## src/hw/rtl/lsi_sqrt_cell.sv

```systemverilog
// One step of a pipelined integer square root (two radicand bits per cell).
// Standalone; the chain of 32 cells yields floor(sqrt(x)) of a 64-bit radicand.
module lsi_sqrt_cell #(
  parameter int unsigned Step  = 0,
  parameter int unsigned SideW = 1
) (
  input  logic             clk_i,
  input  logic             rst_ni,
  input  logic             en_i,
  input  logic             valid_i,
  input  logic [63:0]      x_i,
  input  logic [63:0]      r_i,
  input  logic [SideW-1:0] side_i,
  output logic             valid_o,
  output logic [63:0]      x_o,
  output logic [63:0]      r_o,
  output logic [SideW-1:0] side_o
);

  localparam logic [63:0] Bit = 64'd1 << (62 - 2 * Step);

  logic [63:0] trial;
  logic        take;
  logic [63:0] x_d, r_d;

  assign trial = r_i + Bit;
  assign take  = (x_i >= trial);
  assign x_d   = take ? (x_i - trial) : x_i;
  assign r_d   = take ? ((r_i >> 1) + Bit) : (r_i >> 1);

  always_ff @(posedge clk_i or negedge rst_ni) begin
    if (!rst_ni) begin
      valid_o <= 1'b0;
    end else if (en_i) begin
      valid_o <= valid_i;
    end
  end

  always_ff @(posedge clk_i) begin
    if (en_i) begin
      x_o    <= x_d;
      r_o    <= r_d;
      side_o <= side_i;
    end
  end

endmodule

```

## config.mk

```make
export PLATFORM = sky130hd
export DESIGN_NAME = lsi_sqrt_cell
export DESIGN_NICKNAME = d
export VERILOG_FILES = /design/src/hw/rtl/lsi_sqrt_cell.sv
export SDC_FILE = /design/constraint.sdc
export NUM_CORES = 1
export LEC_CHECK = 0
export ABC_AREA = 1
export BUFFER_PORTS_ARGS = -buffer_cell sky130_fd_sc_hd__buf_2
export CAP_MARGIN = 20
export CELL_PAD_IN_SITES_DETAIL_PLACEMENT = 1
export CELL_PAD_IN_SITES_GLOBAL_PLACEMENT = 2
export CORE_ASPECT_RATIO = 0.75
export CORE_UTILIZATION = 29
export DETAILED_ROUTE_END_ITERATION = 10
export PLACE_DENSITY_LB_ADDON = 0.3
export SLEW_MARGIN = 20
export SYNTH_ARGS = -nofsm -noshare
export SYNTH_HDL_FRONTEND = slang
export SYNTH_SLANG_ARGS = --single-unit
```

## constraint.sdc

```tcl
create_clock -name clk_i -period 1 [get_ports clk_i]
set_input_delay 0.2 -clock clk_i [delete_from_list [all_inputs] [get_ports clk_i]]
set_output_delay 0.2 -clock clk_i [all_outputs]
set_load 0.02 [all_outputs]
```

* Yosys cells after proc, flatten, opt, wreduce, memory -nomap -nowiden *
Index checks and enable logic that the tools add are counted.

cells by class
  add/subtract/negate cells = 3
  order comparisons = 1
  multiplexer cells = 2

operator list
  operator                number
  $add 63x63->64 const B  1
  $add 64x63->64 const B  1
  $ge 64x64->1            1
  $mux 64                 1
  $sub 64x64->64          1
  $mux 63                 1

storage, ports and cells
  register bits after elaboration = 130
  output and inout bits = 130
  word-level logic and storage cells = 11

* Longest topological paths before layout *
  word-level depth = 3
  gate-level depth with buffers = 18
  depth with buffers taken out = 17

* Worst setup path before layout *
Ideal clock, no wire load.

  path kind = in2reg
  from = in x_i[0]
  to = reg x_o[14], data pin
  arrival time = 1.905 ns
  required time = 0.748 ns
  path slack = -1.157 ns
  stages on the path = 18
  buffers on the path = 1
  path through = inv_1 -> ha_1 -> fa_1 -> inv_1 -> nand3_1 -> nand2_2 -> nand2_2 -> nand2_4 -> nand2_2 -> nand2_2 -> nand2_2 -> nand3_2 -> nand2_4 -> nand2_8 -> inv_4 -> buf_2 -> nand2_1 -> nand2_1

between the ends
  longest elaborated chain between the ends = 2

RTL lines
  element                                         line    RTL
  start, declared                                 11      input logic [63:0] x_i,
  $sub 64x64->64 or $ge 64x64->1 (tied branches)  28, 27
  $mux 64 *                                       28      assign x_d = take ? (x_i - trial) : x_i;
  net x_d[14]                                     24      logic [63:0] x_d, r_d;
  end signal, assigned                            41      x_o <= x_d;
  end, declared                                   15      output logic [63:0] x_o,

Mark *: on every way through the listed nets, which the timed path passes. The rest lies on a longest branch.
A chain may end at the register's enable or synchronous reset.

* Worst setup path in the final report *
  from = in x_i[60]
  to = reg x_o[61], data pin

The elaborated chain is that of the path after synthesis.

==> impl_results.md <==
- Outcome: finished with violations
- Failing checks: negative setup slack
- Total GRT Usage: 0.290
- Int Pwr: 15900 uW
- Slew Limit Fails: 0
- Synth Area in Adders: 0.0739
- Synthesized area: 11100 um2
- Max_cap viols: 0
- Switching Fraction: 0.375
- Layout cells sized above 1: 0.405
- Min cycle time layout: 2.02 ns
- Yosys warnings: 0
- Unrepaired setup endpoints after global routing: yes
- Number of enable flip-flop cells after synthesis: 129
- FFs w/ async S/R, synth: 0.00769
- Critical Path AT: 2.25 ns
- Synth Area in Compound Gates: 0.0241
- Clock group share of total power: 0.264
- Final Net Count: 2624
- Input/output buffers: 262
- Sink Count: 130
- Final worst setup slack: -1.02 ns
- First-pass GRT wire length: 83.8 mm
- Period utilization: 2.02
- Busiest grt layer: met2
- Pwr Density: 1310 nW/um2
- Initial drt markers: 858
- Least-Margin Pin Slew: 0.526 ns
- NetSw: 9550 uW
- FF+latch count, synth: 130
- CTS tree: done
- Largest family of logic cells by synthesized area: simple AND/OR/NAND/NOR gates
- TritonCTS buffer count: 17
- Die X: 228 um
- Worst skew pair latency: 0.46 ns
- Combinational Power Share: 0.456
- Area of the core: 37400 um2
- GPL Wtd Cong: 0.956
- Syn avg cell area: 6.47 um2
- Vias per cell: 4.62
- Hold Fails Final Rpt: 0
- Achievable Freq: 0.494 GHz
- P_leak: 0.0105 uW
- Synth Instances: 1716
- Simple-Gate Fraction of Synth Area: 0.376
- Final Skew: 0 ns
- R2r worst-path depth: 1
- Largest net degree at the start of global routing: 20
- Slew HR: 0.646
- Share of Yosys cell area claimed by the top area cell type: 0.349
- CP Launch Type: input port
- GR Util met3: 0.0516
- Root Driver: clkbuf_16
- Num ports: 263
- Main area contributors after synthesis: edfxtp_1 35%, nand2_1 25%, inv_1 13%
- Top_reg_cell synth: edfxtp_1
- Starting Density: 0.297
- Total Power: 25500 uW
- GRT Residual Overflow: 0
- First-pass DRT Iterations: 5
- Syn-to-layout area delta: 74.8%
- Clock Path Buffers: 2
- Ant diodes: 0
- Grt met1 use: 0.425
- H-tree levels: 4
- Routed Antenna Nets: 0
- DP Cell Count: 2803
- WS Path Type: input port to register
- Final wirelength: 58.6 mm
- Hold Path Class: input port to async pin
- Most frequent cells in the layout: 616 x nand2_1, 382 x inv_1, 340 x buf_4, 173 x buf_2, 129 x edfxtp_1
- Fin cells: 2943
- Initial antenna violation count: 0
- Most common cell after layout, fill and taps aside: nand2_1
- Worst VDD drop: 0.00142 V
- Post-DP HPWL: 44.4 mm
- Via count: 13600
- Register share of total power: 0.280
- Met2 Use GR: 0.443
- Final setup viols: 196
- Cell row count: 61
- WL per Instance: 19.9 um
- Cell variety after synth: 35
- Die area: 39100 um2
- Post-synthesis sequential area ratio: 0.351
- Post-synthesis mux area share: 0.00101
- WP data required: 1.23 ns
- Die Ht: 171 um
- Synth area leader: edfxtp_1
- Post-Synth XOR/XNOR Area: 0.0252
- Crit path max fanout: 5
- CP endpoint kind: register
- Vias in the first global route: 14000
- Clock edge transition at the registers on the reported setup and hold paths: 0.06 ns
- Final Util: 0.519
- Syn_nets: 1914
- DRC viols: 0
==> registers in the layout (all words and copies together) (netlist names) <==
register,count
x_o,64
valid_o,1
r_o,64
side_o,1
==> worst max-delay path: stages <==
cell,delay [ns]
buf_2,0.12
ha_1,0.32
buf_4,0.18
a21oi_2,0.24
o21ai_1,0.17
a21oi_2,0.23
nand2_1,0.13
a21oi_4,0.27
buf_6,0.15
nand3_1,0.10
nand3_2,0.10
nand2_2,0.05
==> cell families (layout without fill, tap and decap cells) <==
logic type | count (synthesis) | after routing
AO/OA/AOI/OAI | 52 | 52
XOR/XNOR | 32 | 32
adder cells (fa/ha/maj) | 65 | 65
buffers and inverters | 421 | 1144
flip-flops | 130 | 130
multiplexers | 1 | 1
AND/OR/NAND/NOR | 1015 | 1015
==> timing repair <==
item | 4_1_cts | 5_1_grt
gates cloned | 7 | 5
setup endpoints to repair | 196 | 196
setup buffers | 23 | 6
hold endpoints to repair | 72 | 0
pin swaps | 12 | 33
hold buffers | 72 | 0
resized for setup | 217 | 310
==> per-stage QoR <==
| stage | hold slack, ns | TNS, ns | instance area [um2] | setup WS (ns) |
|---|---|---|---|---|
| finish | 0.0264 | -87.93 | 19400 | -1.02 |
| global placement | -0.0248 | -97.74 | 15600 | -1.76 |
| CTS | 0.000106 | -86.79 | 18300 | -0.898 |
| floorplan | -0.0956 | -66.31 | 11200 | -1.02 |
| global route | 0.0216 | -97.63 | 19400 | -1.05 |
| detailed placement | -0.0232 | -99.18 | 15600 | -1.84 |
==> synth_stat cells, drive strengths merged (2+ instances only) <==
cell type  number
nor2          122
a21oi          44
and2            2
ha             64
xor2           30
edfxtp        129
nor3           10
inv           407
nand2         768
nand3          90
nor4            2
buf            13
o21ai           8
xnor2           2
nand4          20
==> path summary, 6_finish.rpt <==
kind / start / endpoint / slack (ns)
worst max-delay path: x_i[60] / x_o[61] / -1.02
worst min-delay path: rst_ni / valid_o / 0.03
worst max register to register: valid_o / valid_o / 0.24
worst min register to register: valid_o / valid_o / 0.54
max in group asynchronous: rst_ni / valid_o / 0.89
min in group clk_i: r_i[3] / r_o[2] / 0.03
==> power groups by stage <==
stage | registers [uW] | clock network [uW] | logic, uW
after floorplan | 7960 | 0 | 3540
after global placement | 7090 | 0 | 8640
after detailed placement | 7110 | 0 | 8800
after CTS | 7010 | 6850 | 10400
after global routing | 7190 | 7010 | 12400
final | 7130 | 6730 | 11600
==> final cells by class <==
class,instances,area (um2)
fill,4722,18000
multi-input combinational,1165,6960
timing repair buffer,703,5740
sequential,130,3900
inverter,408,1570
tap,504,631
clock buffer,17,425
clock inverter,15,180
timing repair inverter,1,11.3
==> per-layer routing <==
metal | part of all wire | routed length, um
met1 | 0.50 | 29100
met2 | 0.43 | 25500
met3 | 0.058 | 3430
met4 | 0.011 | 665
met5 | 0 | 0
Note: power is estimated with default switching activity, not from simulation.
