$ cat config.mk
export PLATFORM = sky130hd
export DESIGN_NAME = lsi_out_buf
export DESIGN_NICKNAME = d
export VERILOG_FILES = /design/src/hw/rtl/lsi_pkg.sv /design/src/hw/rtl/lsi_out_buf.sv
export SDC_FILE = /design/constraint.sdc
export NUM_CORES = 1
export LEC_CHECK = 0
export ABC_AREA = 0
export BUFFER_PORTS_ARGS = -buffer_cell sky130_fd_sc_hd__buf_2
export CORE_ASPECT_RATIO = 1.1
export CORE_UTILIZATION = 46
export DETAILED_ROUTE_END_ITERATION = 12
export PLACE_DENSITY = 0.81
export RECOVER_POWER = 50
export SLEW_MARGIN = 20
export SYNTH_ARGS = -nofsm -noshare
export SYNTH_HDL_FRONTEND = slang
export SYNTH_SLANG_ARGS = --single-unit
$ cat constraint.sdc
create_clock -name clk_i -period 9 [get_ports clk_i]
set_input_delay 0.9 -clock clk_i [delete_from_list [all_inputs] [get_ports clk_i]]
set_output_delay 0.9 -clock clk_i [all_outputs]
set_load 0.01 [all_outputs]
$ cat src/hw/rtl/lsi_pkg.sv
// Shared types, constants and rounding helpers for the line/sphere intersection block.
// No dependencies.
package lsi_pkg;

  localparam int unsigned FRAC_BITS = 16;  // fraction bits of coordinates, r2, a2, d2

  typedef enum logic [1:0] {
    STATUS_MISS  = 2'd0,
    STATUS_HIT   = 2'd1,
    STATUS_DEGEN = 2'd2
  } status_e;

  // per-item geometry carried down the pipe
  typedef struct packed {
    logic [2:0]        neg;   // direction sign per axis
    logic [2:0][32:0]  w;     // C - A, signed
    logic [2:0][31:0]  a;     // line start, signed
    logic [47:0]       r2;
    logic              degen;
  } geo_t;

  typedef struct packed {
    logic [2:0][31:0] mag;
    geo_t             geo;
  } pre_t;

  typedef struct packed {
    logic [2:0][29:0] mag;    // normalized direction magnitudes
    geo_t             geo;
  } norm_t;

  typedef struct packed {
    logic [2:0][30:0] q;      // |V| per axis, Q2.30
    logic [2:0]       vneg;
    logic [2:0][31:0] a;
    logic [36:0]      lpar;   // signed
    logic             hit;
    logic             degen;
  } hit_t;

  typedef struct packed {
    status_e          status;
    logic [2:0][31:0] near_p;
    logic [2:0][31:0] far_p;
  } result_t;

  // round(prod / 2^30) half away from zero, sign applied afterwards
  function automatic logic signed [38:0] rnd30(input logic [69:0] prod, input logic neg);
    logic [69:0]        s;
    logic signed [38:0] m;
    s = prod + (70'd1 << 29);
    m = {1'b0, s[67:30]};
    return neg ? -m : m;
  endfunction

  function automatic logic [31:0] sat32(input logic signed [39:0] x);
    logic [31:0] r;
    if (x > 40'sd2147483647) begin
      r = 32'h7fff_ffff;
    end else if (x < -40'sd2147483648) begin
      r = 32'h8000_0000;
    end else begin
      r = x[31:0];
    end
    return r;
  endfunction

endpackage

$ cat src/hw/rtl/lsi_out_buf.sv
// Two-entry result buffer between the pipe and the output channel.
// Depends on lsi_pkg (result_t).
module lsi_out_buf
  import lsi_pkg::*;
(
  input  logic    clk_i,
  input  logic    rst_ni,
  input  logic    push_i,
  input  result_t data_i,
  input  logic    ready_i,
  output logic    valid_o,
  output result_t data_o,
  output logic    space_o
);

  result_t    mem_q [2];
  logic       wr_ptr_q, rd_ptr_q;
  logic [1:0] count_q;
  logic       pop;

  assign valid_o = (count_q != 2'd0);
  assign space_o = (count_q != 2'd2);
  assign pop     = valid_o && ready_i;
  assign data_o  = mem_q[rd_ptr_q];

  always_ff @(posedge clk_i or negedge rst_ni) begin
    if (!rst_ni) begin
      wr_ptr_q <= 1'b0;
      rd_ptr_q <= 1'b0;
      count_q  <= 2'd0;
    end else begin
      if (push_i) wr_ptr_q <= ~wr_ptr_q;
      if (pop)    rd_ptr_q <= ~rd_ptr_q;
      count_q <= count_q + {1'b0, push_i} - {1'b0, pop};
    end
  end

  always_ff @(posedge clk_i) begin
    if (push_i) begin
      mem_q[wr_ptr_q] <= data_i;
    end
  end

`ifndef SYNTHESIS
  a_count_range: assert property (@(posedge clk_i) disable iff (!rst_ni)
    count_q != 2'd3) else $error("result buffer count out of range");
  a_no_overflow: assert property (@(posedge clk_i) disable iff (!rst_ni)
    push_i |-> count_q != 2'd2) else $error("push into full result buffer");
  a_drain: assert property (@(posedge clk_i) disable iff (!rst_ni)
    (pop && !push_i && count_q == 2'd1) |=> count_q == 2'd0)
    else $error("result buffer failed to drain");
`endif

endmodule

**Word-level counts from Yosys, hierarchy flattened**

Memories as Yosys holds them, arrays and structs flattened.
Index checks and enable logic that the tools add are counted.

- Memory bits (writable): 388
- Word-level logic and storage cells: 13
- Output and inout port bits: 196
- Flip-flop bits (word level): 4
- Input port bits: 198
- Memories kept: 1

Memory list:

| memory | depth | width | read ports | clocked after memory_dff | write ports | line | text |
|---|---|---|---|---|---|---|---|
| mem_q | 2 | 194 | 1 | 0 | 1 | lsi_out_buf.sv:16 | `result_t mem_q [2];` |

- Bitwise gates (word level): 2
- Reduce and logical (&&, ||, !) cells: 2
- Muxes and demuxes: 2
- Equality and inequality tests: 1
- Add/subtract/negate cells: 2

Operators by type and width:

| operator | number |
|---|---|
| 2-bit by 1-bit adder with 2-bit output | 1 |
| 1-bit two-way mux | 2 |
| 2-bit inequality test (second input constant) | 1 |
| 1-bit NOT | 2 |
| 2-bit nonzero test | 1 |
| 2-bit by 1-bit subtractor with 2-bit output | 1 |
| 1-bit logical AND | 1 |

**Depth between registers and ports, before layout**

- Depth in word-level cells: 3
- Depth in mapped cells: 6
- Depth with buffers taken out: 6

**Worst setup path after synthesis**

OpenSTA, ideal clock, no wires.

- Path type: input to register
- From: input push_i
- To: memory mem_q[0][0] in the netlist's numbering (enable)
- Path buffers: 0
- Required time: 8.226 ns
- Path slack: -1.042 ns
- Library setup time: 0.774 ns
- Arrival time: 9.267 ns
- Stages: 1
- Cell sequence: nor2b_1

- Word-level cells in the longest chain between the ends: 2

Ends and longest elaborated chain:

| element | line | text |
|---|---|---|
| from (decl) | lsi_out_buf.sv:8 | `input logic push_i,` |
| 1-bit two-way mux | lsi_out_buf.sv:39 | `if (push_i) begin` |
| 1-bit two-way mux (implied by the code) | lsi_out_buf.sv:40 | `mem_q[wr_ptr_q] <= data_i;` |
| to (decl) | lsi_out_buf.sv:16 |  |

Every way passes these cells.

==> metrics.yaml <==
ys.flop_type: "edfxtp_1"
fin_crit_ns: 4.52
cp_max_fo: 60
ys_warn_count: 0
grt_overflow_total: 0
rows: 68
cts_made_buffers: 39
cts_hold_buffers: 0
syn_nets: 821
failed_checks: "capacitance limit, slew limit"
gp_congestion: 0.759
slowest_stage: "buf_4"
final_area_sq_um: 18200
p_int_mw: 4.17
switchingPower_mw: 1.65
finClkSkew_ns: 0.00999
outcome: "complete, but fails checks"
post-synth-top-area-fraction_pct: 78.6
syn_area_per_cell_sq_um: 23.9
whs_ns: 0.204
finalWirelength_mm: 28.5
slew_headroom_pct: -111
finalCritPeriodShare_pct: 50.2
hold_path.class: "input port to async pin"
path_cells: "buf_4, buf_4, mux2_2, buf_2"
hold_viol_final: 0
cts.sinks: 392
io_pins: 394
synthMostInstantiatedCell: "edfxtp_1"
chipWidth_um: 173
syn2layout_area_growth_pct: 23.0
clk_path_buf_depth: 3
synthCells: 621
maxCapViolations: 2
worstReg2RegEnd: "mem_q[1][105]$_DFFE_PP_"
synthArstFlopShare_pct: 1.02
synth_edf_count: 388
dp.cells: 1420
arrival_ns: 3.62
path_delay_family: "buffers and inverters"
reg2reg_depth: 2
pre_cts_ws_ns: 4.98
fmax_mhz: 221
cts-resized-gates: 0
grt_pass1_wl_mm: 41.4
synth-seq-cells: 392
synthDistinctLibCells: 15
rsz0062_at_grt: "no"
drc: 0
initial_core_util_pct: 46.9
coreArea_sq_um: 31600
drt_iter0_drc: 401
path_buf_inv: 3
crit_required_ns: 8.10
drive_above_1_share_pct: 52.6
clkTransAtPathRegs_ns: 0.06
pwr-share-comb_pct: 30.3
h-tree-depth: 2
yosysSeqAreaShare_pct: 79.3
post-synth-top-area-cell: "edfxtp_1"
power_density_nw_per_um2: 319
io_buffers: 393
cts_setup_buffers: 0
dieArea_sq_um: 32900
cpMostUsedCell: "buf_4"
dieHeight_um: 190
end_kind: "primary output"
finalCoreUtilization_pct: 57.8
grt_max_degree: 80
layout.cells.non_filler: 1492
netlist_area_sq_um: 14800
path_class: "flop to primary output"
setup_ws_ns: 4.48
cpPeakStageDelay_ns: 0.94
postRouteAntennaNets: 0
fillCellCount: 2388
finalMaxSlewViolations: 101
synth_area_leaders: "edfxtp_1 (79%), mux2_4 (15%), mux2_2 (3.3%)"
vias_per_cell: 4.89
pwr-share-seq_pct: 44.1
routedWlPerCell_um: 19.1
grt_pass1_vias: 7610
startpoint_type: "flop"
dr.pass1.iters: 4
grt_usage_pct: 16.7
p_clk_share_pct: 25.7
dr_total_vias: 7302
ff2ff_setup_slack_ns: 4.71
power_leakage_nw: 7.05
cts-root-buf: "clkbuf_16"
dpl_cell_area_sq_um: 17200
synthTopCellsByCount: "edfxtp_1 (388), mux2_4 (150), mux2_2 (44)"
swShare_pct: 28.3
r2r_start: "wr_ptr_q$_DFFE_PN0P_"
tightestPinTransition_ns: 3.16
vdd_drop_max_mv: 0.216
dp_hpwl_mm: 19.1
cts_tree: "built"
antenna_found_initial: 5
finalSetupViolCount: 0
final_nets: 1241
insertion_delay_ns: 0.52
tns_ns: 0
total_power_mw: 5.82
[layer usage]
metal	up-vias	wire [um]	global-route usage [%]
li1	3323	-	-
met1	3613	10300	17.5
met2	295	15100	30.2
met3	69	2110	4.96
met4	2	1010	8.71
met5	-	9	0
[worst max path at each step]
stage	end	cells past startpoint	start	slack, ns
final	data_o[6]	4	rd_ptr_q$_DFFE_PN0P_	4.48
after detailed placement	data_o[6]	4	rd_ptr_q$_DFFE_PN0P_	4.98
after global routing	mem_q[1][104]$_DFFE_PP_	3	push_i	4.22
after CTS	data_o[6]	4	rd_ptr_q$_DFFE_PN0P_	4.42
after global placement	data_o[8]	4	rd_ptr_q$_DFFE_PN0P_	5.00
after floorplan	mem_q[0][0]$_DFFE_PP_	1	push_i	2.61
[state kept, by name (all words and copies together), names as in the netlist]
signal    count
count_q       2
mem_q       388
rd_ptr_q      1
wr_ptr_q      1
[power groups by stage]
stage               Sequential [mW]  Combinational, mW  Clock, mW
global route                   2.59               1.86       1.60
floorplan                      2.59               1.29          0
finish                         2.57               1.76       1.49
global placement               2.57               1.77          0
CTS                            2.56               1.79       1.53
detailed placement             2.60               1.79          0
[cells in the final DEF (no fill, tap or decap)]
cell,instances
diode_2,4
clkinv_2,4
bufinv_16,2
nand2_1,1
and2_0,1
xor2_1,2
buf_4,7
buf_1,1
clkbuf_16,39
edfxtp_1,388
o21a_1,1
buf_2,306
nor2b_4,1
dfrtp_4,1
clkinvlp_4,3
dfrtp_1,3
clkbuf_1,91
ha_1,2
clkinv_1,12
mux2_2,44
inv_1,2
clkinv_4,1
xnor2_1,2
or2_2,1
inv_6,3
mux2_4,150
[worst register-to-register path, stage by stage, from the launching register on]
cell and delay [ns]:
dfrtp_1 0.41, and2_0 2.31, buf_4 1.09
[final cells by class]
cell class / count / area [sq um] / share of cell area (%)
flip-flops and latches: 392 / 11800 / 64.5
multi-input cells: 205 / 2850 / 15.6
repair buffers: 401 / 1910 / 10.5
clock buffers: 43 / 991 / 5.44
well taps: 420 / 526 / 2.88
clock inverters: 25 / 183 / 1.00
diodes: 4 / 10.0 / 0.0549
inverters: 2 / 7.51 / 0.0412
[logic make-up after synthesis]
kind of cell               synth area share [%]
DFF                                        79.3
muxes                                      18.5
buffers and inverters                      1.55
xor gates and xnor gates                  0.236
and+or+nand+nor                           0.152
adders and majority gates                 0.169
AOI/OAI and AO/OA                        0.0507
Note: power is estimated with default switching activity, not from simulation.
