**config.mk**
```make
export PLATFORM = sky130hd
export DESIGN_NAME = lsi_div_cell
export DESIGN_NICKNAME = d
export VERILOG_FILES = /design/src/hw/rtl/lsi_div_cell.sv
export SDC_FILE = /design/constraint.sdc
export NUM_CORES = 1
export LEC_CHECK = 0
export BUFFER_PORTS_ARGS = -buffer_cell sky130_fd_sc_hd__buf_2
export CORE_AREA = 4 4 173 175
export DETAILED_ROUTE_END_ITERATION = 16
export DIE_AREA = 0 0 177 179
export GPL_TIMING_DRIVEN = 0
export PLACE_DENSITY_LB_ADDON = 0.05
export SYNTH_ARGS = -nofsm -noshare
export SYNTH_HDL_FRONTEND = slang
export SYNTH_SLANG_ARGS = --single-unit
```
**constraint.sdc**
```tcl
create_clock -name clk_i -period 1.3 [get_ports clk_i]
set_input_delay 0.065 -clock clk_i [delete_from_list [all_inputs] [get_ports clk_i]]
set_output_delay 0.065 -clock clk_i [all_outputs]
set_load 0.05 [all_outputs]
```
**src/hw/rtl/lsi_div_cell.sv**
```systemverilog
// One restoring-division step for three lanes sharing a divisor.
// Standalone; 31 cells give the 31-bit quotient of (mag << 30) / n.
module lsi_div_cell #(
  parameter int unsigned SideW = 1
) (
  input  logic                  clk_i,
  input  logic                  rst_ni,
  input  logic                  en_i,
  input  logic                  valid_i,
  input  logic [2:0][31:0]      t_i,
  input  logic [31:0]           n_i,
  input  logic [2:0][30:0]      q_i,
  input  logic [SideW-1:0]      side_i,
  output logic                  valid_o,
  output logic [2:0][31:0]      t_o,
  output logic [31:0]           n_o,
  output logic [2:0][30:0]      q_o,
  output logic [SideW-1:0]      side_o
);

  logic [2:0]       ge;
  logic [2:0][31:0] rem;
  logic [2:0][31:0] t_d;
  logic [2:0][30:0] q_d;

  always_comb begin
    for (int l = 0; l < 3; l++) begin
      ge[l]  = (t_i[l] >= n_i);
      rem[l] = ge[l] ? (t_i[l] - n_i) : t_i[l];
      t_d[l] = {rem[l][30:0], 1'b0};
      q_d[l] = {q_i[l][29:0], ge[l]};
    end
  end

  always_ff @(posedge clk_i or negedge rst_ni) begin
    if (!rst_ni) begin
      valid_o <= 1'b0;
    end else if (en_i) begin
      valid_o <= valid_i;
    end
  end

  always_ff @(posedge clk_i) begin
    if (en_i) begin
      t_o    <= t_d;
      n_o    <= n_i;
      q_o    <= q_d;
      side_o <= side_i;
    end
  end

endmodule

```
Word level (Yosys, flattened, before mapping) --
Cells that the tools add are included.
Operators by class: $add $sub $neg 3, order comparisons 3, muxes and demuxes 3
Operators with widths (number):
- $ge A32 B32 Y1 | 3
- $mux W31 | 3
- $sub A31 B31 Y31 | 3
Word-level totals: flip-flop bits (word level) 220, input bits 226, output and inout port bits 223, logic and storage cells 18

Logic depth before layout (Yosys ltp) --
Gate-level depths: netlist (run 1).
word-level depth 2, mapped depth 13, depth with buffers taken out 12

Worst setup path before layout (run 1) --
OpenSTA, ideal clock, no wires.
kind in2reg, start point input port n_i[17], end point register t_o[31] in the netlist's numbering, data pin, setup time 269 ps, data arrival time 2199 ps, required time 1031 ps, setup slack -1168 ps, stages 10, buffers on the path 0, path through inv_1 ha_1 and2_4 and3_4 a2111oi_4 a21oi_2 or2_4 a311o_1 a2111oi_2 a211oi_1
RTL lines:
- start: declaration | line 11 | input logic [31:0] n_i,
- end signal: assignment | line 45 | t_o <= t_d;
- end: declaration | line 15 | output logic [2:0][31:0] t_o,

==> key figures, run 1 <==
Status
  – Status: finished, violations left
  – Violations in the final reports: negative setup slack

Yosys
  – Number of instances in the synthesized netlist: between 1,000 and 1,500
  – Yosys synthesis warning count: 0
  – Sequential fraction of the synthesis area: between 50% and 60%
  – Netlist Area Pre-Place: between 10,000 and 15,000 sq um
  – Post-synthesis sequential element count: 220
  – Most frequent cell after synthesis: edfxtp_1
  – Primary FF master, synth: edfxtp_1
  – Share of flip-flops with an asynchronous set or reset after synthesis: less than 1%
  – Leading post-synthesis cells by cell area: edfxtp_1 (51%), ha_1 (9.3%), nand2_1 (4.7%), a21oi_1 (3.3%), o21ai_0 (3.1%)
  – Fraction of post-synthesis cell area in the top cell type by area: about half
  – Number of different library cells in the post-synthesis netlist: 75
  – Most area-hungry cell type in the Yosys netlist: edfxtp_1
  – Commonest cells post-synth: edfxtp_1 (219), nand2_1 (161), ha_1 (96)
  – Mean area per synthesized cell: about 11 sq um
  – Post-synth EDFFs: approximately 220

Drt
  – Number of antenna-violating nets in the routed design: 0
  – Iteration count of the initial detailed-routing pass: 5
  – DRT iter0 DRCs: 800
  – Post-detailed-routing wire length: ~51 mm
  – Number of vias per cell after detailed routing: roughly 5.5
  – DRC violation count after routing: 0
  – Routed wire per std cell: around 21 microns
  – Total via count after detailed routing: 13,305

Global routing
  – Wire length of the first global-routing pass: ~72 mm
  – Via count of the first global-routing pass: between 10,000 and 15,000
  – Antenna violations before repair: 17
  – Global Route Usage Sum: between 20% and 30%
  – Sum of overflow across all layers after global routing: 0
  – Pin count of the biggest net entering global routing: between 100 and 150

Clocking
  – H-tree levels: 1
  – Clock-pin slew reported for the worst setup and hold paths after clock tree synthesis: 0.06 ns
  – Library cell used as clock root buffer: clkbuf_16
  – Deepest clock path buffer count: 3
  – Worst skew pair latency: roughly 0.52 ns
  – Sink Count: 220
  – Number of buffers created by CTS: 25
  – CTS tree: done

Power and ir drop
  – Leakage power summed over all cells: ~9.5 nW
  – P per Cell Area: ~1200 nW/um^2
  – IR Drop Worst-Case VDD: 1090 uV

Die
  – Core ar.: between 20,000 and 30,000 sq um
  – Standard-cell row count: 62
  – I/O pin count: about 450
  – Full die area: between 30,000 and 40,000 sq um
  – Height of the die: 179 microns
  – Die boundary width: approximately 180 microns
  – Initial Utilization: 45.4%

Flow run
  – Count of max-cap constraint violations: 0

Timing
  – Setup-violating endpoint count in the final report: between 90 and 100
  – Worst Setup Slack, final: -0.923 ns
  – Worst slew slack as a fraction of its limit: around three fifths
  – Final Max Slew Viols: 0
  – Largest clock skew in the final design: 0 ns
  – Final critical delay including setup and external delays: 2.22 ns
  – Setup repair after global routing missed its margin: yes
  – Slew @ Worst Pin: around 0.61 ns
  – Final critical-path share of the clock period: 171%
  – Number of hold-slack violations in the final timing report: 0
  – Achievable clock frequency: between 0.4 and 0.5 GHz
  – Hold_ws: 0.00471 ns

Min path
  – Hold-critical path depth: 1
  – Endpoint, Worst Hold: t_o[59]
  – Worst min-delay path class: in -> reg
  – Hold path startpoint: en_i

Placed design
  – Half-perimeter wire length of the detailed placement result: around 34 mm
  – Area post-placement: 16,100 sq um
  – Routability Congestion: between 0.9 and 1
  – Port Buf Inserts: 442

Worst setup path
  – Critical-path maximum fanout: 6
  – Critical path startpoint category: input pin
  – R2R cell count: 1
  – Category of the critical setup timing path: in -> reg
  – Critical R2R Launch: valid_o
  – Beginning of the critical path: n_i[16]
  – Endpoint of the worst-slack reg-to-reg timing path: valid_o
  – Category of the worst setup path capture point: register
  – R2r setup slk: approximately 0.54 ns
  – Data required time at the worst endpoint: approximately 1.6 ns
  – Signal arrival time at the worst endpoint: around 2.5 ns

Layout
  – Area Overhead vs Synth: 71.3%
  – Final Net Count: 2,344
  – Cell area after layout: between 20,000 and 25,000 sq um
  – Layout cells sized above 1: between 40% and 50%
[flip-flops by register name, indices dropped and copies added, names as in the netlist]
signal	cells
side_o	1
q_o	93
t_o	93
valid_o	1
n_o	32
[routing by layer]
layer	share of wire, %	track usage, %	vias up
met5	0.094	0	-
met4	6.0	17.5	8
met3	6.5	4.87	156
met2	51	52.1	586
met1	36	32.5	6367
li1	-	-	6188
[final cells by class]
class	count	area, sq um
buffer	29	385
clock inverter	15	209
multi-input combinational	889	7680
fill	1771	6310
sequential	220	6600
timing repair buffer	788	5810
tap	384	480
antenna	13	32.5
clock buffer	29	641
inverter	66	318
[power breakdown]
group / leakage (nW) / switching, mW / total [mW] / internal (mW)
registers: 2.15 / 0.193 / 8.94 / 8.75
clock network: 0.411 / 2.80 / 7.32 / 4.51
logic: 6.98 / 6.79 / 10.8 / 4.06
total: 9.54 / 9.79 / 27.1 / 17.3
[kinds of logic after synthesis]
| kind of cell | synth area share, % |
|---|---|
| AOI/OAI and AO/OA | 18.9 |
| and+or+nand+nor | 12.0 |
| DFF | 51.0 |
| buffers and inverters | 3.17 |
| adders and majority gates | 9.75 |
| xor gates and xnor gates | 4.74 |
| muxes | 0.329 |
| other | 0.0290 |
[cells in the final DEF (no fill, tap or decap), types with 12 or more instances in the layout]
master         instances
a21o_1                46
a21oi_1               57
a21oi_2               26
and3_1                15
buf_12                16
buf_2                429
buf_4                 91
buf_6                 30
buf_8                 17
clkbuf_16             27
diode_2               13
dlygate4sd3_1        218
edfxtp_1             219
ha_1                  50
ha_4                  37
inv_1                 39
nand2_1               84
nand2_2               51
nand2_4               26
nand3_1               20
nor2_1                39
nor3_1                12
o21ai_0               24
o21ai_1               43
o21ai_2               48
o21bai_1              17
xnor2_1               37
xor2_1                32
[worst max-delay path, cell delays in order]
cell	delay, ns
buf_2	0.11
inv_2	0.13
ha_2	0.34
a21oi_1	0.40
o21bai_1	0.18
o41ai_1	0.35
a21oi_1	0.15
a211o_1	0.42
nor4_4	0.30
nor3_2	0.06
[what timing repair did]
item                                   in CTS  in global routing
endpoints found under the hold margin     216                  1
setup endpoints to repair                  97                 97
gates resized for setup                   296                192
buffers inserted                           80                 37
cloned                                     13                  0
hold buffers                              217                  1
pin swaps                                 123                 79
[per-stage QoR]
stage / utilization, % / setup slack [ns] / total power [mW] / instances / setup TNS (ns)
after floorplan: - / -1.04 / 14.8 / 1208 / -84.88
after global placement: 56.5 / -2.94 / 17.0 / 2034 / -756.77
after detailed placement: 56.7 / -1.73 / 17.0 / 2035 / -188.61
after CTS: 74.1 / -0.919 / 26.3 / 2386 / -76.51
after global routing: 77.8 / -1.03 / 28.1 / 2433 / -84.45
final: 77.8 / -0.923 / 27.1 / 2433 / -79.36
[how the worst max path moves through the flow]
stage | to | slack [ns] | depth (start not counted)
global route | t_o[93] | -1.03 | 16
CTS | t_o[2] | -0.92 | 12
floorplan | t_o[60] | -1.04 | 13
finish | t_o[92] | -0.92 | 10
global placement | valid_o | -2.94 | 2
detailed placement | t_o[31] | -1.73 | 11
No activity file was read; power rests on OpenSTA's default activity.
==> run 2, diff against run 1 <==
--- a/config.mk
+++ b/config.mk
@@ -10,6 +10,7 @@
 export DETAILED_ROUTE_END_ITERATION = 16
 export DIE_AREA = 0 0 177 179
 export GPL_TIMING_DRIVEN = 0
+export HOLD_SLACK_MARGIN = 0.05
 export PLACE_DENSITY_LB_ADDON = 0.05
 export SYNTH_ARGS = -nofsm -noshare
 export SYNTH_HDL_FRONTEND = slang
==> constraint.sdc (replaced) <==
create_clock -name clk_i -period 1.3 [get_ports clk_i]
set_input_delay 0.195 -clock clk_i [delete_from_list [all_inputs] [get_ports clk_i]]
set_output_delay 0.195 -clock clk_i [all_outputs]
set_load 0.05 [all_outputs]
==> key figures, run 2 (same netlist as run 1, synthesis figures left out) <==
Worst setup path
  – Data required time at the worst endpoint: ~1.6 ns
  – CP cell instances: buf_8 > clkinvlp_4 > buf_12 > buf_6 > ha_4 > buf_4 > a21oi_2 > o221ai_1 > a41o_1 > o41ai_1 > a21oi_2 > a211o_1 > nor4_4 > nor3_2
  – Critical path startpoint category: input pin
  – Cell at the slowest stage of the critical path: a211o_1
  – Crit-path most repeated cell: a21oi_2
  – Category of the critical setup timing path: in -> reg
  – Longest individual stage delay on the worst path: 0.38 ns
  – Critical-path maximum fanout: 5
  – Category of the worst setup path capture point: register
  – Signal arrival time at the worst endpoint: 2.67 ns

Layout
  – Largest registers: q_o (93), t_o (93), n_o (32)
  – Final Net Count: around 2,300
  – Cell area after layout: approximately 23,000 sq um
  – # fillers: roughly 1,600
  – Area Overhead vs Synth: 80.2%
  – Layout cells sized above 1: between 40% and 50%
  – Most common cell after layout, fill and taps aside: buf_6
  – Commonest cells after routing, fill and taps aside: buf_6 (243), edfxtp_1 (219), dlygate4sd3_1 (216)
  – Final Instance Count excl. Fillers: approximately 2,400

Clocking
  – Clock-pin slew reported for the worst setup and hold paths after clock tree synthesis: about 0.060 ns
  – Library cell used as clock root buffer: clkbuf_16
  – Deepest clock path buffer count: 3
  – H-tree levels: 1
  – Worst skew pair latency: approximately 0.52 ns
  – Sink Count: 220
  – CTS tree: done
  – Number of buffers created by CTS: 25

Die
  – Full die area: between 30,000 and 40,000 sq um
  – Standard-cell row count: just over 60
  – I/O pin count: 449
  – Core ar.: approximately 28,000 sq um
  – Initial Utilization: between 40% and 50%
  – Height of the die: around 180 microns
  – Die boundary width: around 180 microns

Global routing
  – Via count of the first global-routing pass: 13,419
  – Pin count of the biggest net entering global routing: 122
  – Global Route Usage Sum: between 30% and 40%
  – Sum of overflow across all layers after global routing: 0
  – Antenna violations before repair: 14
  – Wire length of the first global-routing pass: 74.9 mm

Timing
  – Number of hold-slack violations in the final timing report: 0
  – Final critical delay including setup and external delays: between 2 and 2.5 ns
  – Achievable clock frequency: between 0.4 and 0.5 GHz
  – Final Max Slew Viols: 0
  – Setup repair after global routing missed its margin: yes
  – Final critical-path share of the clock period: 183%
  – Largest clock skew in the final design: 0 ns
  – Worst slew slack as a fraction of its limit: 58.9%
  – Slew @ Worst Pin: 0.617 ns
  – Setup-violating endpoint count in the final report: between 100 and 150
  – Setup TNS after final layout: -94.27 ns
  – Worst Setup Slack, final: -1.07 ns

Drt
  – Post-detailed-routing wire length: between 50 and 60 mm
  – Total via count after detailed routing: 13,499
  – Routed wire per std cell: 22.7 microns
  – Number of antenna-violating nets in the routed design: 0
  – DRC violation count after routing: 0
  – Iteration count of the initial detailed-routing pass: 5
  – DRT iter0 DRCs: between 800 and 900
  – Number of vias per cell after detailed routing: 5.58

Placed design
  – Area post-placement: between 15,000 and 20,000 sq um
  – Routability Congestion: approximately 0.9
  – Port Buf Inserts: between 400 and 500
  – Placed Cells: ~2,000
  – Post-Place Setup Slack: -1.86 ns
  – Half-perimeter wire length of the detailed placement result: 33.5 mm

Power and ir drop
  – P per Cell Area: about 1200 nW/um^2
  – Sum of internal, switching and leakage power: 28.2 mW
  – IR Drop Worst-Case VDD: around 1200 uV
  – Leakage power summed over all cells: 9.95 nW

Status
  – Status: finished, violations left
  – Violations in the final reports: negative setup slack

Flow run
  – Count of max-cap constraint violations: 0

Min path
  – Worst min-delay path class: in -> reg
[run 2: cell count changes in the layout (fill, tap and decap cells not counted), moves of 3 or more]
cell / delta
buf_2: -219
nand2_1: +6
ha_4: -3
diode_2: -3
ha_1: +6
a21oi_1: +3
a21oi_2: -5
buf_12: -5
buf_8: -3
ha_2: -3
clkbuf_8: +5
nand2_2: -6
buf_6: +213
[run 2: routing by layer]
| metal | routed length, microns | vias to the layer above | GRT usage (%) |
|---|---|---|---|
| met3 | 3490 | 176 | 5.46 |
| li1 | - | 6164 | - |
| met2 | 28500 | 634 | 55.4 |
| met4 | 3550 | 8 | 17.3 |
| met1 | 19400 | 6517 | 33.6 |
| met5 | 48 | - | 0 |
[run 2: stage by stage]
stage               hold WS [ns]  utilization, %
floorplan                 -0.101               -
CTS                      -0.0144            77.7
finish                    0.0983            81.9
global placement         -0.0295            56.5
global route              0.0861            81.9
detailed placement       -0.0260            56.7
[run 2: worst paths after layout]
check	from	endpoint	slack (ns)	cells past startpoint
hold / removal	n_i[0]	t_o[33]	0.1	3
setup / recovery	n_i[14]	t_o[92]	-1.07	14
min in group asynchronous	rst_ni	valid_o	0.56	3
max in group asynchronous	rst_ni	valid_o	0.60	3
setup reg to reg	valid_o	valid_o	0.52	1
hold reg to reg	valid_o	valid_o	0.56	1
[run 2: final cells by class]
cell class / instances / area [sq um] / share of cell area [%]
Multi-Input combinational cell: 889 / 7610 / 32.7
Buffer: 30 / 383 / 1.64
Clock inverter: 15 / 209 / 0.897
Antenna cell: 10 / 25.0 / 0.107
Inverter: 66 / 312 / 1.34
Timing Repair Buffer: 778 / 7040 / 30.2
Sequential cell: 220 / 6600 / 28.3
Tap cell: 384 / 480 / 2.06
Clock buffer: 29 / 641 / 2.75
[run 2: timing repair]
item / in CTS / in global routing
gates resized for setup: 648 / 244
hold buffers: 215 / 1
setup endpoints to repair: 314 / 294
endpoints found under the hold margin: 215 / 1
gates cloned: 13 / 1
pin swaps: 123 / 74
setup buffers: 80 / 29
[run 2: critical path, delay by kind of cell]
kind                       cells  cell delay, ns
AOI/OAI and AO/OA              6            1.29
buffers and inverters          5            0.59
and+or+nand+nor                2            0.35
adders and majority gates      1            0.23
[run 2: power by group]
part           total, mW  internal, mW  switching (mW)
clock network       7.44          4.51            2.92
logic               11.6          4.82            6.83
registers           9.16          8.77           0.390
total               28.2          18.1            10.1
